`src/hdl/rlpg_pkg.sv`:
```
// ============================================================================
// rlpg_pkg : shared types and constants of the road layer pixel generator
// Request codes, register indexes, priority tables and memory geometry.
// ============================================================================
`default_nettype none

package rlpg_pkg;

  localparam int ROM_BYTES    = 65536;
  localparam int RAM_WORDS    = 2048;
  localparam int SCREEN_LINES = 224;
  localparam int LINE_PIXELS  = 320;
  localparam int LINE_LIMIT   = (LINE_PIXELS / 2) * 2;

  localparam int FIFO_DEPTH   = 8;
  localparam int FIFO_AW      = 3;

  localparam logic [11:0] SCROLL_BASE  = 12'h5f8;
  localparam logic [15:0] SWAP_RESULT  = 16'hffff;

  typedef enum logic [1:0] {
    REQ_RAM_WR = 2'd0,
    REQ_SWAP   = 2'd1,
    REQ_ROM_LD = 2'd2,
    REQ_RENDER = 2'd3
  } req_e_t;

  typedef enum logic [2:0] {
    CFG_ROAD_MODE    = 3'd0,
    CFG_STRIPE_BASE  = 3'd1,
    CFG_GROUND_BASE  = 3'd2,
    CFG_SOLID_BASE   = 3'd3,
    CFG_SCROLL_ADJ   = 3'd4,
    CFG_SCREEN_SHIFT = 3'd5
  } cfg_idx_t;

  localparam logic [1:0] MODE_ROAD0_ONLY  = 2'd0;
  localparam logic [1:0] MODE_ROAD0_FIRST = 2'd1;
  localparam logic [1:0] MODE_ROAD1_FIRST = 2'd2;
  localparam logic [1:0] MODE_ROAD1_ONLY  = 2'd3;

  typedef logic [7:0] prio_row_t;
  localparam prio_row_t PRIO_ROAD0_FIRST [8] = '{8'h80, 8'h81, 8'h81, 8'h87,
                                                 8'h00, 8'h00, 8'h00, 8'h00};
  localparam prio_row_t PRIO_ROAD1_FIRST [8] = '{8'h81, 8'h81, 8'h81, 8'h8f,
                                                 8'h00, 8'h00, 8'h00, 8'h80};

  typedef struct packed {
    logic [1:0]  ctrl;
    logic        direct;
    logic [10:0] stripe_base;
    logic [10:0] ground_base;
    logic [10:0] solid_base;
    logic [11:0] scroll_adjust;
    logic [11:0] screen_shift;
  } rlpg_cfg_t;

  typedef struct packed {
    logic        pixel_write;
    logic [10:0] pixel_color;
  } rlpg_pix_t;

endpackage

`default_nettype wire

```
`src/hdl/rlpg_mix.sv`:
```
// ============================================================================
// rlpg_mix : pixel decode and layer mix
// Turns the fetched line entries and bitmap bytes of both roads into one
// palette index, with priority mixing and the solid background fallback.
// ============================================================================
`default_nettype none

module rlpg_mix (
  input  rlpg_pkg::rlpg_cfg_t  cfg,
  input  logic                 render,
  input  logic                 on_screen,
  input  logic [15:0]          d0,
  input  logic [15:0]          d1,
  input  logic [15:0]          c0,
  input  logic [15:0]          c1,
  input  logic [11:0]          h0,
  input  logic [11:0]          h1,
  input  logic [7:0]           rom0a,
  input  logic [7:0]           rom0b,
  input  logic [7:0]           rom1a,
  input  logic [7:0]           rom1b,
  output rlpg_pkg::rlpg_pix_t  pix
);
  import rlpg_pkg::*;

  function automatic logic [2:0] fetch_px(input logic solid, input logic [11:0] h,
                                          input logic [7:0] pa, input logic [7:0] pb);
    logic [2:0] sh;
    logic [1:0] v;
    logic [2:0] p;
    sh = ~h[2:0];
    v  = {pb[sh], pa[sh]};
    p  = {1'b0, v};
    if (h[11:3] == 9'h01f && v == 2'd3) begin
      p = 3'd7;
    end
    if (solid || h[11:9] != 3'd0) begin
      p = 3'd3;
    end
    return p;
  endfunction

  function automatic logic [10:0] color_of(input logic r, input logic [2:0] p,
                                           input logic [15:0] d, input logic [15:0] c,
                                           input logic [10:0] stripe,
                                           input logic [10:0] ground);
    logic [10:0] x;
    logic [1:0]  k;
    logic [10:0] res;
    x = r ? 11'h008 : 11'h000;
    k = (p == 3'd7) ? 2'd3 : p[1:0];
    if (p == 3'd3) begin
      if (d[9]) begin
        res = stripe ^ x ^ {10'd0, c[{1'b0, r, 2'b00}]};
      end else begin
        res = ground ^ (r ? 11'h010 : 11'h000) ^ {7'd0, c[11:8]};
      end
    end else begin
      res = stripe ^ x ^ {8'd0, k, 1'b0} ^ {10'd0, c[{1'b0, r, k}]};
    end
    return res;
  endfunction

  logic        s0, s1;
  logic [2:0]  p0, p1;
  logic        use1, fg, bg_vld;
  logic [6:0]  bg;
  logic [10:0] fg_color;
  prio_row_t   row0, row1;

  assign s0   = d0[11];
  assign s1   = d1[11];
  assign p0   = fetch_px(s0, h0, rom0a, rom0b);
  assign p1   = fetch_px(s1, h1, rom1a, rom1b);
  assign row0 = PRIO_ROAD0_FIRST[p0];
  assign row1 = PRIO_ROAD1_FIRST[p0];

  always_comb begin
    case (cfg.ctrl)
      MODE_ROAD0_ONLY:  use1 = 1'b0;
      MODE_ROAD0_FIRST: use1 = row0[p1];
      MODE_ROAD1_FIRST: use1 = row1[p1];
      MODE_ROAD1_ONLY:  use1 = 1'b1;
      default:          use1 = 1'b0;
    endcase
  end

  always_comb begin
    bg_vld = 1'b0;
    bg     = 7'd0;
    if (cfg.ctrl == MODE_ROAD0_ONLY || cfg.ctrl == MODE_ROAD0_FIRST) begin
      if (s0) begin
        bg_vld = 1'b1;
        bg     = d0[6:0];
      end else if (cfg.ctrl == MODE_ROAD0_FIRST && s1) begin
        bg_vld = 1'b1;
        bg     = d1[6:0];
      end
    end else begin
      if (s1) begin
        bg_vld = 1'b1;
        bg     = d1[6:0];
      end else if (cfg.ctrl == MODE_ROAD1_FIRST && s0) begin
        bg_vld = 1'b1;
        bg     = d0[6:0];
      end
    end
  end

  assign fg = !(s0 && s1) && !(cfg.ctrl == MODE_ROAD0_ONLY && s0)
           && !(cfg.ctrl == MODE_ROAD1_ONLY && s1);
  assign fg_color = use1 ? color_of(1'b1, p1, d1, c1, cfg.stripe_base, cfg.ground_base)
                         : color_of(1'b0, p0, d0, c0, cfg.stripe_base, cfg.ground_base);

  always_comb begin
    pix = '0;
    if (render && on_screen) begin
      if (fg) begin
        pix.pixel_write = 1'b1;
        pix.pixel_color = fg_color;
      end else if (bg_vld) begin
        pix.pixel_write = 1'b1;
        pix.pixel_color = {4'd0, bg} | cfg.solid_base;
      end
    end
  end

endmodule

`default_nettype wire

```
`config.mk`:
```
export PLATFORM = sky130hd
export DESIGN_NAME = rlpg_mix
export DESIGN_NICKNAME = d
export VERILOG_FILES = /design/src/hdl/rlpg_pkg.sv /design/src/hdl/rlpg_mix.sv
export SDC_FILE = /design/constraint.sdc
export NUM_CORES = 1
export LEC_CHECK = 0
export ABC_AREA = 1
export BUFFER_PORTS_ARGS = -buffer_cell sky130_fd_sc_hd__buf_2
export CORE_AREA = 2 2 76 78
export DETAILED_ROUTE_END_ITERATION = 8
export DIE_AREA = 0 0 78 80
export PLACE_DENSITY = 0.8
export SYNTH_ARGS = -nofsm -noshare
export SYNTH_HDL_FRONTEND = slang
export SYNTH_SLANG_ARGS = --single-unit
```
`constraint.sdc`:
```
create_clock -name vclk -period 2.7
set_input_delay 0.27 -clock vclk [all_inputs]
set_output_delay 0.27 -clock vclk [all_outputs]
set_load 0.01 [all_outputs]
```
==> results.md <==
* Status: finished clean
* Post-CTS setup buffers at 0
* Crit. Startpoint: d0[11]
* Int Power at 169 uW
* Starting Density at 35.5%
* Initial DRC count at 102
* Worst Hold Class: input pin to primary output
* Port bufs at 139
* Remaining antenna violation count after routing at 0
* Crit end category: primary output
* Register area at 0 um^2
* Setup TNS at 0 ns
* GRT overflow at 0
* Slew at the pin with the worst max-slew slack at 0.582 ns
* Seq cells at 0
* P_sw at 223 uW
* Clock buffer cells at 0
* Ys Warns at 0
* Largest net degree at the start of global routing at 13
* Max-Cap Viols at 0
* Die extent in x at 78 um
* Vias in the first global route at 2429
* Share of the synthesized area in the top cell type at 23.9%
* Post-Syn Instances at 384
* Final Instance Count excl. Fillers at 589
* Fin crit period at 2.43 ns
* Adder-cell share of the synthesized area at 0%
* Area leader, netlist: nand2_1
* Nets@finish at 701
* Drt first pass iters at 4
* Initial antenna violation count at 0
* HPWL Detailed at 5230 um
* Final Util at 49.2%
* Synth area leaders: nand2_1 (24%), inv_1 (12%), nand3_1 (11%)
* Power per cell area at 147 mW/mm^2
* First-pass GRT wire length at 9990 um
* Via Count at 2754
* Area Overhead vs Synth at 38.7%
* Core ar. at 0.00541 mm^2
* Syn_area_per_cell at 5.00 um^2
* Leakage at 0.00168 uW
* Post-CTS resize count at 0
* Hold Crit Start: cfg[34]
* Sequential-to-total area share from yosys stat at 0%
* Post-synth top cells: nand2_1 (122), inv_1 (61), nand3_1 (42)
* XOR/XNOR share of the synthesized area at 4.56%
* Synth cell types at 31
* Max rail drop VDD at 72.2 uV
* Cell with the most instances after synthesis: nand2_1
* Top Ports at 194
* Setup violators final at 0
* Dpl cells at 589
* Hold_ws at 0.889 ns
* Multiplexer area fraction after synthesis at 1.56%
* Final Hold Violating Endpoints at 0
* Comb power frac at 100.0%
* Cell Rows at 27
* Avg WL per Cell at 10.3 um
* DRC at 0
* Layout fillers at 569
* WP data arrival at 2.16 ns
* Tcrit/Tclk final at 89.9%
* Share of layout cells above drive strength 1 at 35.0%
* RSZ-0062 raised after global routing: no
* Drt total wl at 6100 um
* ANT cells at 0
* Die area at 0.00624 mm^2
* Max Transition Viols Final at 0
* Worst slew margin at 61.2%
* Netlist Area Pre-Place at 0.00192 mm^2
* Largest family of logic cells by synthesized area: simple AND/OR/NAND/NOR gates
* Type of origin of the critical path: input pin
* Seq pwr share at 0%
* Die Height at 80 um
* Critical path required time at 2.43 ns
* Fmax at 412 MHz
* Clock share of power at 0%
* Pwr Total at 392 uW
* Sw Share at 56.8%
* Post-Syn Nets at 566
* Vias per cell at 4.68
* Gr usage total at 18.6%
* Kind of critical path: input pin to primary output
* Compound-gate portion of the synthesized area at 17.5%
* Post-Synth Simple-Gate Area at 60.4%
* Worst-path fanout max at 12
* Cts-stage hold buffer count at 0
* RePlAce Congestion at 0.907
-- area by class of cell --
type	count	area [um^2]	area share, %
well taps	72	90.1	3.39
inverters	67	256	9.64
multi-input cells	310	1610	60.6
repair buffers	140	703	26.4
-- kinds of logic (layout without fill, tap and decap cells) --
group,Yosys count,after routing
and+or+nand+nor,239,239
buffers and inverters,74,207
AOI/OAI and AO/OA,58,58
xor gates and xnor gates,10,10
muxes,3,3
-- power by group through the flow --
stage	Combinational, uW	Clock [uW]	Sequential [uW]
2_1_floorplan	238	0	0
3_3_place_gp	385	0	0
3_5_place_dp	390	0	0
4_1_cts	392	0	0
5_1_grt	446	0	0
6_report	392	0	0
-- through the flow --
stage,worst slack (ns),cell area (um^2)
after detailed placement,0.235,2660
after global routing,0.0328,2660
after CTS,0.230,2660
after floorplan,0.731,1920
final,0.274,2660
after global placement,0.233,2660
-- critical path, stage by stage --
cell and delay (ns):
buf_2 0.13, nor2_1 0.18, nand2_1 0.14, nor2_1 0.21
nand3_1 0.15, nor2_4 0.14, nor2_4 0.06, nand2_1 0.07
nand3_2 0.10, nand2_4 0.13, nand2_4 0.12, inv_2 0.10
nor2_1 0.05, nor2_1 0.12, nor2_1 0.05, buf_2 0.15
-- path summary, 6_finish.rpt --
kind / slack [ns] / cells past startpoint / end
worst max-delay path: 0.27 / 16 / pix[6]
worst min-delay path: 0.89 / 4 / pix[10]
-- layer usage --
metal | wire [um] | GRT usage (%)
met5 | 0 | 0
met4 | 29 | 1.93
met3 | 495 | 1.47
met2 | 2770 | 33.4
met1 | 2800 | 25.0
-- cell usage in the layout, fill, tap and decap left out --
master and instances:
nor2_4 5, inv_1 61, inv_2 5, nand2_2 6, a22oi_1 1, xnor2_1 3
buf_4 1, nor2_1 37, o21ai_0 32, a21oi_1 9, o211ai_1 1, nand3_4 2
a21oi_2 4, nor3_1 4, o22ai_1 2, xor2_1 7, nand3_1 42, mux2i_1 3
o21ai_4 1, or2_2 1, nand3b_1 4, o31ai_1 3, buf_2 139, o21ai_1 4
nand2_4 8, nor2_2 1, nand2_1 122, inv_6 1, o41ai_1 1, nand3_2 7
Power figures use the tool's default switching activity.
